===== config.mk =====
export PLATFORM = sky130hd
export DESIGN_NAME = voice_packet_classifier_core_flat
export DESIGN_NICKNAME = d
export VERILOG_FILES = /design/src/hdl/vpc_pkg.sv /design/src/hdl/vpc_ifs.sv /design/src/hdl/vpc_win_cell.sv /design/src/hdl/vpc_hdr_track.sv /design/src/hdl/voice_packet_classifier_core.sv /design/src/flat_wrapper.sv
export SDC_FILE = /design/constraint.sdc
export NUM_CORES = 1
export LEC_CHECK = 0
export BUFFER_PORTS_ARGS = -buffer_cell sky130_fd_sc_hd__buf_2
export CAP_MARGIN = 20
export CORE_ASPECT_RATIO = 0.7
export CORE_MARGIN = 3
export CORE_UTILIZATION = 46
export DETAILED_ROUTE_END_ITERATION = 8
export PLACE_DENSITY = 0.75
export SYNTH_ARGS = -nofsm -noshare
export SYNTH_HDL_FRONTEND = slang
export SYNTH_SLANG_ARGS = --single-unit

===== constraint.sdc =====
create_clock -name clk -period 2.96 [get_ports clk]
set_input_delay 0.148 -clock clk [delete_from_list [all_inputs] [get_ports clk]]
set_output_delay 0.148 -clock clk [all_outputs]
set_load 0.02 [all_outputs]

===== src/hdl/vpc_pkg.sv =====
// Shared types, constants and helpers of the voice packet classifier.
package vpc_pkg;

    localparam int unsigned COUNT_LIMIT = 2047;
    localparam int unsigned CNT_W       = $clog2(COUNT_LIMIT + 1);
    localparam int unsigned LEN_W       = 11;
    localparam int unsigned LEN_MAX     = 2047;
    localparam int unsigned WIN_BYTES   = 6;

    localparam logic [7:0] HDR_VER      = 8'hC0;
    localparam logic [7:0] PT_AUDIO     = 8'h03;
    localparam logic [7:0] PT_RTCP      = 8'hC9;
    localparam logic [7:0] TYPE_HI      = 8'hE1;
    localparam logic [7:0] TYPE_SDES    = 8'hCA;
    localparam logic [7:0] TYPE_BYE     = 8'hCB;

    localparam int unsigned AUDIO_LEN   = 144;
    localparam int unsigned RTCP_MIN    = 3;
    localparam int unsigned SDES_MIN    = 10;
    localparam int unsigned BYE_MIN     = 16;
    // last byte of an item starting at offset 16 sits at index 21
    localparam int unsigned ITEM_END    = 21;

    // newest byte in bits 7:0
    localparam logic [8*WIN_BYTES-1:0] PING_ITEM = 48'h050450494E47;
    localparam logic [8*WIN_BYTES-1:0] OPEN_ITEM = 48'h05044F50454E;

    typedef logic [CNT_W-1:0] count_t;
    typedef logic [LEN_W-1:0] len_t;

    typedef struct packed {
        logic [7:0] data_byte;
        logic       last_byte;
    } vpc_in_t;

    typedef struct packed {
        logic       is_rtp_audio;
        logic       is_rtcp;
        logic       is_sdes;
        logic       is_bye;
        logic       is_ping;
        logic       is_open;
        len_t       byte_length;
    } vpc_out_t;

    // per-cycle control shared by the header tracker and the window cells
    typedef struct packed {
        logic advance;
        logic clear;
    } vpc_ctl_t;

    typedef struct packed {
        logic ping;
        logic open;
    } vpc_hit_t;

    typedef struct packed {
        count_t      count_next;
        logic [15:0] lead_next;
        logic [15:0] type_next;
        logic        deep;
    } vpc_hdr_t;

    function automatic len_t len_field(input count_t cnt);
        logic [31:0] wide;
        wide = 32'(cnt);
        return (wide > 32'(LEN_MAX)) ? len_t'(LEN_MAX) : wide[LEN_W-1:0];
    endfunction

endpackage


===== src/hdl/vpc_ifs.sv =====
// Request channels of the voice packet classifier: byte input and result output.
interface vpc_in_if;
    logic             valid;
    logic             ready;
    vpc_pkg::vpc_in_t data;

    modport source (output valid, output data, input ready);
    modport sink   (input valid, input data, output ready);
endinterface

interface vpc_out_if;
    logic              valid;
    logic              ready;
    vpc_pkg::vpc_out_t data;

    modport source (output valid, output data, input ready);
    modport sink   (input valid, input data, output ready);
endinterface


===== src/hdl/vpc_win_cell.sv =====
// One byte cell of the sliding match window, with its link of the item compare chain.
module vpc_win_cell (
    input  logic              clk,
    input  logic              rst_n,
    input  vpc_pkg::vpc_ctl_t ctl,
    input  logic [7:0]        byte_in,
    input  logic [7:0]        ping_ref,
    input  logic [7:0]        open_ref,
    input  vpc_pkg::vpc_hit_t hit_in,
    output logic [7:0]        byte_out,
    output vpc_pkg::vpc_hit_t hit_out
);

    logic [7:0] byte_reg;
    logic [7:0] byte_next;

    // compare the byte this cell takes on the current shift
    assign hit_out.ping = hit_in.ping && (byte_in == ping_ref);
    assign hit_out.open = hit_in.open && (byte_in == open_ref);

    always_comb
    begin
        byte_next = byte_reg;
        if (ctl.advance)
        begin
            byte_next = ctl.clear ? 8'h00 : byte_in;
        end
    end

    always_ff @(posedge clk or negedge rst_n)
    begin
        if (!rst_n)
        begin
            byte_reg <= 8'h00;
        end
        else
        begin
            byte_reg <= byte_next;
        end
    end

    assign byte_out = byte_reg;

endmodule


===== src/hdl/vpc_hdr_track.sv =====
// Byte counter and capture of the lead and type byte pairs.
module vpc_hdr_track (
    input  logic              clk,
    input  logic              rst_n,
    input  vpc_pkg::vpc_ctl_t ctl,
    input  logic [7:0]        data_byte,
    output vpc_pkg::vpc_hdr_t hdr
);

    vpc_pkg::count_t count_reg;
    vpc_pkg::count_t count_next;
    vpc_pkg::count_t count_inc;
    logic [15:0]     lead_reg;
    logic [15:0]     lead_upd;
    logic [15:0]     lead_next;
    logic [15:0]     type_reg;
    logic [15:0]     type_upd;
    logic [15:0]     type_next;

    always_comb
    begin
        lead_upd  = lead_reg;
        type_upd  = type_reg;
        count_inc = count_reg;
        if (count_reg == vpc_pkg::count_t'(0)) lead_upd[15:8] = data_byte;
        if (count_reg == vpc_pkg::count_t'(1)) lead_upd[7:0]  = data_byte;
        if (count_reg == vpc_pkg::count_t'(8)) type_upd[15:8] = data_byte;
        if (count_reg == vpc_pkg::count_t'(9)) type_upd[7:0]  = data_byte;
        if (count_reg < vpc_pkg::count_t'(vpc_pkg::COUNT_LIMIT))
        begin
            count_inc = count_reg + vpc_pkg::count_t'(1);
        end
    end

    always_comb
    begin
        count_next = count_reg;
        lead_next  = lead_reg;
        type_next  = type_reg;
        if (ctl.advance)
        begin
            count_next = ctl.clear ? '0 : count_inc;
            lead_next  = ctl.clear ? '0 : lead_upd;
            type_next  = ctl.clear ? '0 : type_upd;
        end
    end

    always_ff @(posedge clk or negedge rst_n)
    begin
        if (!rst_n)
        begin
            count_reg <= '0;
            lead_reg  <= '0;
            type_reg  <= '0;
        end
        else
        begin
            count_reg <= count_next;
            lead_reg  <= lead_next;
            type_reg  <= type_next;
        end
    end

    // values as they stand after this byte, before any end-of-packet clear
    assign hdr.count_next = count_inc;
    assign hdr.lead_next  = lead_upd;
    assign hdr.type_next  = type_upd;
    assign hdr.deep       = (count_reg >= vpc_pkg::count_t'(vpc_pkg::ITEM_END));

endmodule


===== src/hdl/voice_packet_classifier_core.sv =====
// Top level of the voice packet classifier: window cell row, header tracker, result register.
//
//  port | role | payload                                    | request
//  -----+------+--------------------------------------------+------------------------------
//  rx   | sink | data_byte[7:0], last_byte                  | one byte of a datagram
//  cls  | src  | kind flags, byte_length[10:0]              | one result per final byte
//
// One byte is taken in every cycle while rx.ready is high; the counter update, the six-cell
// window shift and the item compare chain along the cells all settle within that cycle.
// A result is ready in the cycle after its final byte is taken, held in the output register.
// rx.ready drops only while a result sits in the output register and cls.ready is low.
// rst_n clears the counter, captured bytes, window cells, item flags and output valid.
module voice_packet_classifier_core (
    input  logic             clk,
    input  logic             rst_n,
    vpc_in_if.sink           rx,
    vpc_out_if.source        cls
);

    vpc_pkg::vpc_ctl_t ctl;
    vpc_pkg::vpc_hdr_t hdr;
    logic              take;

    logic [7:0]        win_byte [vpc_pkg::WIN_BYTES+1];
    vpc_pkg::vpc_hit_t win_hit  [vpc_pkg::WIN_BYTES+1];

    logic              ping_seen_reg;
    logic              ping_seen_next;
    logic              open_seen_reg;
    logic              open_seen_next;

    logic              out_valid_reg;
    logic              out_valid_next;
    vpc_pkg::vpc_out_t out_data_reg;
    vpc_pkg::vpc_out_t out_data_next;

    logic              rtcp;
    logic              sdes;

    // Accept a byte whenever the output register is free or being emptied.
    assign rx.ready    = !out_valid_reg || cls.ready;
    assign take        = rx.valid && rx.ready;
    assign ctl.advance = take;
    assign ctl.clear   = rx.data.last_byte;

    vpc_hdr_track u_hdr (
        .clk       (clk),
        .rst_n     (rst_n),
        .ctl       (ctl),
        .data_byte (rx.data.data_byte),
        .hdr       (hdr)
    );

    // Row of window cells: cell 0 holds the newest byte.
    assign win_byte[0]     = rx.data.data_byte;
    assign win_hit[0].ping = 1'b1;
    assign win_hit[0].open = 1'b1;

    for (genvar i = 0; i < vpc_pkg::WIN_BYTES; i++)
    begin : g_cell
        vpc_win_cell u_cell (
            .clk      (clk),
            .rst_n    (rst_n),
            .ctl      (ctl),
            .byte_in  (win_byte[i]),
            .ping_ref (vpc_pkg::PING_ITEM[8*i +: 8]),
            .open_ref (vpc_pkg::OPEN_ITEM[8*i +: 8]),
            .hit_in   (win_hit[i]),
            .byte_out (win_byte[i+1]),
            .hit_out  (win_hit[i+1])
        );
    end

    // Remember an item hit only once the item may have started at offset 16
    // and only on a byte that is not the final one; drop it at packet end.
    always_comb
    begin
        ping_seen_next = ping_seen_reg;
        open_seen_next = open_seen_reg;
        if (take)
        begin
            if (rx.data.last_byte)
            begin
                ping_seen_next = 1'b0;
                open_seen_next = 1'b0;
            end
            else if (hdr.deep)
            begin
                ping_seen_next = ping_seen_reg || win_hit[vpc_pkg::WIN_BYTES].ping;
                open_seen_next = open_seen_reg || win_hit[vpc_pkg::WIN_BYTES].open;
            end
        end
    end

    // Classify from the state as it stands after the final byte.
    assign rtcp = (hdr.count_next >= vpc_pkg::count_t'(vpc_pkg::RTCP_MIN))
               && (hdr.lead_next == {vpc_pkg::HDR_VER, vpc_pkg::PT_RTCP});
    assign sdes = rtcp
               && (hdr.count_next >= vpc_pkg::count_t'(vpc_pkg::SDES_MIN))
               && (hdr.type_next == {vpc_pkg::TYPE_HI, vpc_pkg::TYPE_SDES});

    always_comb
    begin
        out_data_next.is_rtp_audio =
            (hdr.count_next == vpc_pkg::count_t'(vpc_pkg::AUDIO_LEN))
            && (hdr.lead_next == {vpc_pkg::HDR_VER, vpc_pkg::PT_AUDIO});
        out_data_next.is_rtcp      = rtcp;
        out_data_next.is_sdes      = sdes;
        out_data_next.is_bye       = rtcp
            && (hdr.count_next >= vpc_pkg::count_t'(vpc_pkg::BYE_MIN))
            && (hdr.type_next == {vpc_pkg::TYPE_HI, vpc_pkg::TYPE_BYE});
        out_data_next.is_ping      = sdes && ping_seen_reg;
        out_data_next.is_open      = sdes && open_seen_reg;
        out_data_next.byte_length  = vpc_pkg::len_field(hdr.count_next);
    end

    // Load the result on a final byte, otherwise empty when taken.
    always_comb
    begin
        out_valid_next = out_valid_reg;
        if (take && rx.data.last_byte)
        begin
            out_valid_next = 1'b1;
        end
        else if (cls.ready)
        begin
            out_valid_next = 1'b0;
        end
    end

    always_ff @(posedge clk or negedge rst_n)
    begin
        if (!rst_n)
        begin
            ping_seen_reg <= 1'b0;
            open_seen_reg <= 1'b0;
            out_valid_reg <= 1'b0;
        end
        else
        begin
            ping_seen_reg <= ping_seen_next;
            open_seen_reg <= open_seen_next;
            out_valid_reg <= out_valid_next;
        end
    end

    always_ff @(posedge clk)
    begin
        if (take && rx.data.last_byte)
        begin
            out_data_reg <= out_data_next;
        end
    end

    assign cls.valid = out_valid_reg;
    assign cls.data  = out_data_reg;

`ifndef SYNTHESIS
    a_result_follows_last: assert property (@(posedge clk) disable iff (!rst_n)
        (take && rx.data.last_byte) |=> out_valid_reg)
        else $error("no result after final byte");

    a_count_cleared: assert property (@(posedge clk) disable iff (!rst_n)
        (take && rx.data.last_byte) |=> (hdr.count_next == vpc_pkg::count_t'(1)))
        else $error("byte count not cleared at packet end");

    a_item_needs_sdes: assert property (@(posedge clk) disable iff (!rst_n)
        out_valid_reg |-> ((!out_data_reg.is_ping && !out_data_reg.is_open)
                           || out_data_reg.is_sdes))
        else $error("item flag without SDES");

    a_sdes_bye_exclusive: assert property (@(posedge clk) disable iff (!rst_n)
        out_valid_reg |-> !(out_data_reg.is_sdes && out_data_reg.is_bye))
        else $error("SDES and BYE both flagged");

    a_seen_cleared: assert property (@(posedge clk) disable iff (!rst_n)
        (take && rx.data.last_byte) |=> (!ping_seen_reg && !open_seen_reg))
        else $error("item flags survive packet end");
`endif

endmodule


===== src/flat_wrapper.sv =====
// flat-port wrapper written by rule: the top's interface ports become plain ports
module voice_packet_classifier_core_flat 
  (clk, rst_n, rx_valid, rx_data, rx_ready, cls_valid, cls_data, cls_ready);
  vpc_in_if rx_i ();
  vpc_out_if cls_i ();
  input  logic clk;
  input  logic rst_n;
  input wire logic [$bits(rx_i.valid)-1:0] rx_valid;
  input wire logic [$bits(rx_i.data)-1:0] rx_data;
  output wire logic [$bits(rx_i.ready)-1:0] rx_ready;
  output wire logic [$bits(cls_i.valid)-1:0] cls_valid;
  output wire logic [$bits(cls_i.data)-1:0] cls_data;
  input wire logic [$bits(cls_i.ready)-1:0] cls_ready;
  assign rx_i.valid = rx_valid;
  assign rx_i.data = rx_data;
  assign rx_ready = rx_i.ready;
  assign cls_valid = cls_i.valid;
  assign cls_data = cls_i.data;
  assign cls_i.ready = cls_ready;
  voice_packet_classifier_core u_core (.clk(clk), .rst_n(rst_n), .rx(rx_i), .cls(cls_i));
endmodule

Yosys cells after proc, flatten, opt, wreduce, memory -nomap -nowiden:

Index checks and enable logic that the tools add are counted.

* bits of input ports: 13
* output and inout bits: 19
* ROM bits: 0
* memories kept: 0
* bits in latches: 0
* logic and storage cells: 89
* bits in writable memories: 0
* flip-flop bits (word level): 103

* shifts and indexed selects: 0
* bitwise gates (word level): 0
* multiplexer cells: 19
* $mul: 0
* eq/ne operators: 18
* reduce and logical (&&, ||, !) cells: 28
* add/sub/neg operators: 1
* div/mod/pow operators: 0
* order comparisons: 5

Operator list (number)
* two-way mux 8 bit: 9
* == test 16 bit (second input constant): 4
* == test 8 x 7 -> 1 bit (second input constant): 8
* two-way mux 16 bit: 2
* == test 11 x 4 -> 1 bit (second input constant): 2
* >= comparator 11 x 5 -> 1 bit (second input constant): 2
* two-way mux 11 bit: 2
* logical AND 1 bit: 20
* == test 8 x 3 -> 1 bit (second input constant): 2
* adder 11 x 1 -> 11 bit (second input constant): 1
* == test 11 x 1 -> 1 bit (second input constant): 1
* == test 11 x 8 -> 1 bit (second input constant): 1
* >= comparator 11 x 2 -> 1 bit (second input constant): 1
* >= comparator 11 x 4 -> 1 bit (second input constant): 1
* zero test 11 bit: 1
* less-than comparator 11 bit (second input constant): 1
* two-way mux 1 bit: 6
* nonzero test 2 bit: 2
* logical OR 1 bit: 3
* AND reduction 2 bit: 1
* zero test 1 bit: 1

Logic depth before layout (Yosys ltp):

Gate-level depths: netlist (run 1).

* word-level depth: 9
* gate-level depth with buffers: 8

Cells and area by module:

Synthesis (run 1) repeated with hierarchy kept, for this count alone.

* cell total of the unflattened synthesis: 718
* area total of the unflattened synthesis: 7099.3 um^2

Modules (own cells, without submodules)
* vpc_win_cell: cells each 57, times used 6, area an instance 531.8 um^2
* vpc_hdr_track: cells each 315, times used 1, area an instance 3027.9 um^2
* voice_packet_classifier_core: cells each 61, times used 1, area an instance 880.8 um^2

Least setup slack after synthesis (run 1):

OpenSTA, ideal clock, no wires.

* path kind: register -> register
* start point: reg u_core.out_valid_reg (netlist: u_core.cls.valid)
* end point: reg u_core.out_data_reg, in the netlist u_core.cls.data[0], enable pin
* data arrival time: 2.056 ns
* setup slack: 0.511 ns
* cell stages (with the launch flop): 6
* cells stage by stage: dfrtp_1 > nand2b_1 > nand2_1 > clkbuf_1 > clkbuf_1 > nor2_1

* longest elaborated chain between the ends: 4

RTL lines
* start, declared: line voice_packet_classifier_core.sv:32 `logic out_valid_reg;`
* start signal, assigned: line voice_packet_classifier_core.sv:143 `out_valid_reg <= out_valid_next;`
* zero test 1 bit: line voice_packet_classifier_core.sv:41 `assign rx.ready = !out_valid_reg || cls.ready;`
* logical OR 1 bit: line voice_packet_classifier_core.sv:41
* named net rx_ready: line flat_wrapper.sv:10 `output wire logic [$bits(rx_i.ready)-1:0] rx_ready;`
* logical AND 1 bit: line voice_packet_classifier_core.sv:42 `assign take = rx.valid && rx.ready;`
* logical AND 1 bit: line voice_packet_classifier_core.sv:149 `if (take && rx.data.last_byte)`
* end signal, assigned: line voice_packet_classifier_core.sv:151 `out_data_reg <= out_data_next;`
* end, declared: line voice_packet_classifier_core.sv:34 `vpc_pkg::vpc_out_t out_data_reg;`

The timed path passes the listed nets, and every way through them passes these cells.
A chain may end at the register's enable or synchronous reset.

==> results.txt, run 1 <==
VDD sags by at most 0.334 mV. The number of antenna violations at the first check in global routing was 0. Of the synthesized area, sequential elements account for 52.2%. The share of the cycle needed by the critical path after routing came out at 87.4%.

The total leakage power came out at 2.34 nW. Counting both buffers and inverters, the worst setup path holds a total of 0. The analysis attributes to net switching a power of 1.08 mW. The final RePlAce weighted congestion came out at 0.955. The worst setup slack for register-to-register paths came out at 0.37 ns. Setup repair after global routing left no endpoint under its margin.

The insertion delay of the later-clocked pin in the worst-skew pair came out at 0.35 ns. Averaged over all synthesized cells, the footprint is 9.44 µm². The max-cap violation count is 0. The instance count after placement with tap cells included is 686.

The flow ran to the end, and the final reports show no timing, DRC or antenna violations. The number of flip-flops in the largest register came out at 40. The total clock buffers created by CTS came out at 9. The total standard cell area after synthesis is 0.00510 mm². Derived from the worst setup path, the maximum achievable clock frequency is 0.387 GHz. Of the total power, the share spent switching nets is 29.9%. The worst register-to-register path ends at u_core.cls.data[14]. For the pin with the worst max-slew slack, the measured transition is 0.561 ns.

The starting density of the core is 48.1%. The clock tree from TritonCTS is built. The area of the core came out at 0.0106 mm². The area enclosed by the die boundary is 0.0124 mm². The layout cell share with drive strength beyond 1 came out at 13.7%. The total vias in the final route is 4153.

The data required time at the worst endpoint is 3.11 ns. The startpoint identified for the worst register-to-register timing path is u_core.u_hdr.count_reg[3]. Input and output buffers added on the ports amount to 31. The arrival time reported for the critical path endpoint came out at 2.73 ns. The setup path with the least slack is of type flip-flop to flip-flop. In this design, the stage delay of the slowest critical-path cell is 0.62 ns.

The total of endpoints with negative setup slack in the final report came out at 0. The number of nets in the synthesized netlist is 556. Wires add up to 12200 µm. Once layout is complete, the utilization of the core stands at 53.4%.

The CTS root buffer is clkbuf_16. In the routed design, unresolved DRC markers number 0. The slowest stage of the critical path belongs to the cell dfrtp_1.

The detail route stage leaves a number of antenna-violating nets equal to 0. Yosys attributes the largest share of cell area to dfrtp_1, edfxtp_1, nand2_1. The path class of the tightest hold or removal check is input pin to flip-flop. The number of max-slew violations in the final report is 0. The cell taking the most area after synthesis is dfrtp_1. The number of sinks driven by the clock tree is 103. The worst reg2reg path depth is 5. The finished layout holds 704 standard cells, fillers aside.

The pin count of the biggest net entering global routing is 87. The number of top-level design ports is 32. The cell family contributing the most delay on the critical path is simple AND/OR/NAND/NOR gates.

The worst hold path was traced through 3 stages. The mean number of vias per cell is 5.90. Headroom to the max-slew limit came out at 62.4%. The deepest clock path buffer count came out at 2. The antenna cell count is 0. For this run, the post-layout net count is 567. The share of total power in sequential cells is 50.9%. Along the worst path, the maximum fanout reaches 12. The worst hold path begins at rx_data[5]. The maximum level of the CTS H-tree is 3. Counting flops with an async set or reset pin after synthesis yields a share of 83.5%.

The number of search-and-repair iterations in the first detailed-routing pass is 5. Tracing the worst setup path back leads to its startpoint at u_core.u_hdr.count_reg[3]. Global routing consumed, over all layers together, 20.3% of the routing resources.

From left edge to right edge, the die measures 132 µm. STA classifies the critical path startpoint as a flip-flop. The worst hold path terminates at u_core.g_cell[0].u_cell.byte_out[4]. The floorplan die height is 94.1 µm. Setup total negative slack on the finished layout was measured at 0 ns. Per report_power, the combinational group accounts for 16.8% of the total. The finished cells cover 0.00566 mm². The share of total power in the clock network is 32.3%. The via count of the first global-routing pass came to 3939. The leftover overflow at the end of global routing is 0. The commonest cells after synthesis are nand2_1, dfrtp_1, o21ai_0. The cell area power density came out at 640 mW/mm². The first-iteration detailed-routing DRC count came out at 331. Clock skew on the completed layout was measured at 0.00705 ns. Counting flops and latches in the post-synthesis netlist gives 103.

The layout filler cell count is 967. Yosys mapped the design onto 56 distinct sky130hd cell types. The routed design could run at a clock period as short as 2.59 ns. The final routed wire length divided by cell count is 17.3 µm. The number of warnings printed during yosys synthesis is 0. The worst setup path is captured at a flip-flop. The count of flip-flops with a built-in enable after synthesis came out at 17. The HPWL after detailed placement came out at 8120 µm. Cell internal power was estimated by the tool at 2.54 mW. The number of hold-slack violations in the final timing report is 0. Counting every instance in the synthesized netlist gives 540. The dominant cell by count in the synthesized netlist is nand2_1. In this run the cell area measured after placement is 0.00533 mm². The first-pass GRT wire length is 20000 µm. The share of the synthesized area in the top cell type came out at 42.2%.

The synthesis-to-finish area growth is 11.0%. The count of standard-cell rows came out at 31. After clock tree synthesis, the clock-pin slew on the worst setup and hold paths is 0.07 ns.

The commonest register cell after synthesis is dfrtp_1. Traced cell by cell, the critical path runs through nor3b_1 -> nand4_1 -> mux2i_1 -> o2111ai_1 -> nor4b_2.
tightest hold or removal path, delay by kind of cell:
kind | cells | cell delay [ns]
AOI/OAI and AO/OA | 1 | 0.06
buffers and inverters | 1 | 0.18
and+or+nand+nor | 1 | 0.09
how the worst max path moves through the flow:
stage                                endpoint  slack, ns  cells past startpoint
final                     u_core.cls.data[14]       0.37                      5
after CTS                 u_core.cls.data[14]       0.41                      5
after floorplan            u_core.cls.data[0]       0.51                      5
after global routing      u_core.cls.data[14]       0.21                      5
after global placement    u_core.cls.data[16]       0.62                      6
after detailed placement  u_core.cls.data[14]       0.47                      5
kinds of logic (layout without fill, tap and decap cells):
logic type,Yosys count,count (layout),synth area share [%]
muxes,7,7,1.45
AOI/OAI and AO/OA,142,142,17.7
xor gates and xnor gates,4,4,0.688
and+or+nand+nor,232,232,22.9
buffers and inverters,49,65,4.25
adders and majority gates,3,3,0.737
DFF,103,103,52.2
layer usage:
metal / wire [µm] / global-route usage, % / share of wire, %
met5: 0 / 0 / 0
met4: 212 / 6.64 / 1.7
met3: 934 / 6.48 / 7.7
met2: 5170 / 28.3 / 42
met1: 5890 / 29.9 / 48
metrics by stage:
| stage | hold WS [ns] | setup WS (ns) | power, mW |
|---|---|---|---|
| after floorplan | -0.148 | 0.511 | 2.25 |
| after global placement | 0.419 | 0.615 | 2.42 |
| after detailed placement | 0.424 | 0.471 | 2.46 |
| after CTS | 0.0566 | 0.409 | 3.64 |
| after global routing | 0.158 | 0.206 | 3.81 |
| final | 0.170 | 0.374 | 3.62 |
final cells by class:
| type | instances | area, µm² | share of cell area (%) |
|---|---|---|---|
| well taps | 148 | 185 | 3.27 |
| flip-flops and latches | 103 | 2660 | 47.0 |
| clock buffers | 11 | 254 | 4.49 |
| inverters | 5 | 18.8 | 0.332 |
| clock inverters | 5 | 36.3 | 0.641 |
| repair buffers | 44 | 278 | 4.91 |
| multi-input cells | 388 | 2220 | 39.3 |
cell usage in the layout, fill, tap and decap left out, types with 10 or more instances in the layout:
cell type and instances:
buf_4 12, edfxtp_1 17, a22oi_1 32, nor4_1 10, buf_2 30, o21ai_0 75, a22o_1 10, nor2_1 25
nand2_1 126, clkbuf_16 10, nand4_1 12, dfrtp_1 86
repair_timing:
item / in CTS / in global routing
resized for setup: 0 / 0
buffers inserted: 0 / 0
hold endpoints to repair: 0 / 13
hold buffers: 0 / 1
power by group through the flow:
stage / Combinational [mW] / Clock (mW) / Sequential, mW
final: 0.609 / 1.17 / 1.84
after global routing: 0.690 / 1.25 / 1.87
after CTS: 0.604 / 1.20 / 1.84
after detailed placement: 0.601 / 0 / 1.86
after global placement: 0.574 / 0 / 1.84
after floorplan: 0.433 / 0 / 1.82
Power figures use the tool's default switching activity.
==> run 2, diff against run 1 <==
--- a/config.mk
+++ b/config.mk
@@ -5,6 +5,7 @@
 export SDC_FILE = /design/constraint.sdc
 export NUM_CORES = 1
 export LEC_CHECK = 0
+export ABC_AREA = 1
 export BUFFER_PORTS_ARGS = -buffer_cell sky130_fd_sc_hd__buf_2
 export CAP_MARGIN = 20
 export CORE_ASPECT_RATIO = 0.7
@@ -12,6 +13,7 @@
 export CORE_UTILIZATION = 46
 export DETAILED_ROUTE_END_ITERATION = 8
 export PLACE_DENSITY = 0.75
+export REMOVE_ABC_BUFFERS = 1
 export SYNTH_ARGS = -nofsm -noshare
 export SYNTH_HDL_FRONTEND = slang
 export SYNTH_SLANG_ARGS = --single-unit
==> results.txt, run 2 <==
The number of top-level design ports came out at 32 (unchanged). The first-iteration detailed-routing DRC count was 421 (was 331). The worst reg2reg path depth is 12 (was 5). The net total in the final layout came to 631 (was 567).

The width of the chip came out at 132 µm (about the same). The number of distinct standard cells referenced by the synthesized netlist was 34 (was 56). The number of hold-slack violations in the final timing report is 0 (unchanged).

The quantity of I/O buffers inserted on ports is 31 (unchanged). The deepest clock path buffer count was 2 (unchanged). The max-cap violation count is 0 (unchanged). The insertion delay of the later-clocked pin in the worst-skew pair is 0.34 ns (was 0.35 ns). The worst hold path class is input pin to flip-flop (unchanged). The final setup TNS is 0 ns (unchanged). The mean number of vias per cell is 5.45 (was 5.90). The via count of the first global-routing pass came out at 3924 (was 3939).

The sequential area share after synthesis is 52.4% (was 52.2%). Biggest area contributors in the synthesized netlist: dfrtp_1, edfxtp_1, nand2_1 (unchanged). The data required time at the worst endpoint is 3.16 ns (was 3.11 ns). The achievable clock frequency came out at 0.411 GHz (was 0.387 GHz). The commonest register cell after synthesis is dfrtp_1 (unchanged).

The fraction of synthesis flops using an asynchronous set or reset pin is 83.5% (unchanged). The clock tree from TritonCTS is built (unchanged). The worst hold path startpoint is cls_ready (was rx_data[5]). The cell taking the most area after synthesis was dfrtp_1 (unchanged). The DRC violation count after routing is 0 (unchanged).

The clock skew after layout is 0.00531 ns (was 0.00705 ns). The count of flip-flops with a built-in enable after synthesis came out at 17 (unchanged). The relative slew slack came out at 42.5% (was 62.4%). The dominant cell by count in the synthesized netlist was nand2_1 (unchanged). The end of the worst register-to-register path was u_core.cls.data[12] (was u_core.cls.data[14]). The most frequent standard cell in the layout excluding fill and tap cells was nand2_1 (unchanged).

The launch instance of the worst register-to-register path was u_core.u_hdr.count_reg[0] (was u_core.u_hdr.count_reg[3]). The number of warnings printed during yosys synthesis is 0 (unchanged). The total clock buffers created by CTS came out at 9 (unchanged). The share of the cycle needed by the critical path after routing came out at 82.3% (was 87.4%). The utilization of the core after routing came out at 53.6% (was 53.4%). The number of sinks driven by the clock tree came out at 103 (unchanged). Leading cell types by count after synthesis: nand2_1, inv_1, dfrtp_1 (was nand2_1, dfrtp_1, o21ai_0).

The floorplan die height was 94.0 µm (was 94.1 µm). The total power after layout came to 3.40 mW (was 3.62 mW). The total routing usage reported by global routing is 19.8% (was 20.3%). The count of standard-cell rows is 31 (unchanged). Top library cells by usage in the layout, fill and taps aside: nand2_1, inv_1, dfrtp_1 (was nand2_1, dfrtp_1, o21ai_0). The kind of critical path is flip-flop to flip-flop (unchanged).

The total leakage power was 2.63 nW (was 2.34 nW). The critical-path maximum fanout is 13 (was 12). The leftover overflow at the end of global routing is 0 (unchanged). The clock-pin slew on the worst setup and hold paths is 0.07 ns (about the same).

The final hold slack came to 0.117 ns (was 0.170 ns). The shortest period the worst path allows is 2.44 ns (was 2.59 ns). The cell area power density was 602 mW/mm² (was 640 mW/mm²). The layout filler cell count is 949 (was 967). The number of standard cells after synthesis came to 592 (was 540).

The pin count of the biggest net entering global routing is 87 (unchanged). The total standard cell area after synthesis came out at 0.00508 mm² (was 0.00510 mm²). The number of nets still failing antenna checks after routing came out at 0 (unchanged). The synthesis-to-finish area growth was 11.2% (was 11.0%).

The final non-filler cell total is 768 (was 704). The number of antenna violations at the first check in global routing is 0 (unchanged). The antenna cell count is 0 (unchanged). The area enclosed by the die boundary is 0.0124 mm² (about the same). The transition at the pin with the smallest max-transition slack is 0.862 ns (was 0.561 ns). The average cell area after synthesis is 8.59 µm² (was 9.44 µm²). The kind of start point of the critical path was a flip-flop (unchanged). The total vias in the final route was 4184 (was 4153). The endpoint of the worst hold path is u_core.cls.valid (was u_core.g_cell[0].u_cell.byte_out[4]).

The number of flip-flops in the largest register came out at 40 (unchanged). The share of the synthesized area in the top cell type is 42.3% (was 42.2%). The final routed wire length divided by cell count is 15.5 µm (was 17.3 µm). The area of the core came out at 0.0106 mm² (about the same). The final RePlAce weighted congestion came out at 0.931 (was 0.955). The first-pass GRT wire length is 19700 µm (was 20000 µm). The starting density of the core came out at 48.2% (was 48.1%). The maximum level of the CTS H-tree was 3 (unchanged). The type of destination of the critical path is a flip-flop (unchanged). The sum of routed wire length over all layers came out at 11900 µm (was 12200 µm). Status: completed (unchanged). The CTS root buffer is clkbuf_16 (unchanged). RSZ-0062 raised after global routing: false (unchanged). The worst setup slack for register-to-register paths came out at 0.52 ns (was 0.37 ns). The count of cells resized by post-cts repair is 0 (unchanged). The number of search-and-repair iterations in the first detailed-routing pass was 5 (unchanged).

The instance count after placement with tap cells included came out at 750 (was 686). The layout cell share with drive strength beyond 1 came out at 13.2% (was 13.7%). The instance count along the most critical hold path came to 4 (was 3). The HPWL after detailed placement is 8140 µm (was 8120 µm). The arrival time reported for the critical path endpoint is 2.64 ns (was 2.73 ns). The total of endpoints with negative setup slack in the final report came out at 0 (unchanged).

The number of max-slew violations in the final report came to 0 (unchanged). The number of register bits inferred by synthesis is 103 (unchanged). The worst-case vdd ir drop was 0.368 mV (was 0.334 mV).
## run 2: cell types whose count changed after synthesis, sizes merged, moves of 9 or more
cell,previous run,this run
a22o,11,0
a22oi,32,0
clkbuf,31,16
inv,4,100
nand2,127,141
nand3,9,56
nor2,25,37
nor4b,9,0
o21ai,75,28
o22ai,0,60
## run 2: area by class of cell
| cell class | instances | area, µm² | area share, % |
|---|---|---|---|
| Clock buffer | 12 | 236 | 4.18 |
| Tap cell | 148 | 185 | 3.28 |
| Timing Repair Buffer | 38 | 233 | 4.12 |
| Sequential cell | 103 | 2660 | 47.1 |
| Inverter | 100 | 375 | 6.64 |
| Multi-Input combinational cell | 363 | 1910 | 33.8 |
| Clock inverter | 4 | 47.5 | 0.841 |
## run 2: where the power goes
group / total [mW] / internal, mW / switching, mW
registers: 1.60 / 1.55 / 0.0491
logic: 0.650 / 0.204 / 0.446
clock network: 1.16 / 0.654 / 0.502
## run 2: worst max-delay path by stage
stage	slack (ns)	to	from	depth (start not counted)
after CTS	0.55	u_core.cls.data[12]	u_core.u_hdr.count_reg[0]	12
after floorplan	-1.22	u_core.g_cell[4].u_cell.byte_out[0]	u_core.cls.valid	5
after global routing	0.25	u_core.cls.data[11]	u_core.u_hdr.count_reg[0]	12
after global placement	0.68	u_core.cls.data[11]	u_core.u_hdr.count_reg[0]	12
after detailed placement	0.58	u_core.cls.data[12]	u_core.u_hdr.count_reg[0]	12
final	0.52	u_core.cls.data[12]	u_core.u_hdr.count_reg[0]	12
## run 2: critical path, cell delays in order, from the launching register on
cell	delay, ns
dfrtp_1	0.45
inv_1	0.13
ha_1	0.16
inv_1	0.07
nor2_4	0.30
nand2_4	0.19
o21ai_0	0.27
nand2_1	0.10
nor2_2	0.15
nand2_1	0.09
nor2_2	0.15
nand4_2	0.11
nor2_1	0.12
## run 2: routing by layer
| metal | part of all wire [%] | vias up | track usage [%] |
|---|---|---|---|
| met5 | 0 | - | 0 |
| met4 | 0.98 | 0 | 4.28 |
| met3 | 7.7 | 12 | 5.46 |
| met2 | 42 | 158 | 27.9 |
| met1 | 49 | 2008 | 30.2 |
| li1 | - | 2006 | - |
## run 2: logic make-up after synthesis
| family | synth area share, % |
|---|---|
| flops | 52.4 |
| buf+inv | 10.1 |
| simple gates | 24.9 |
| xor+xnor | 0.861 |
| compound gates | 11.1 |
| fa+ha+maj | 0.738 |
## run 2: timing repair
| action | CTS | global route |
|---|---|---|
| setup buffers | 0 | 0 |
| hold buffers | 0 | 1 |
| hold endpoints to repair | 0 | 17 |
## run 2: metrics by stage
step / area (µm²) / worst slack, ns
global placement: 5330 / 0.679
floorplan: 4950 / -1.22
finish: 5650 / 0.525
global route: 5650 / 0.253
detailed placement: 5330 / 0.581
CTS: 5610 / 0.549
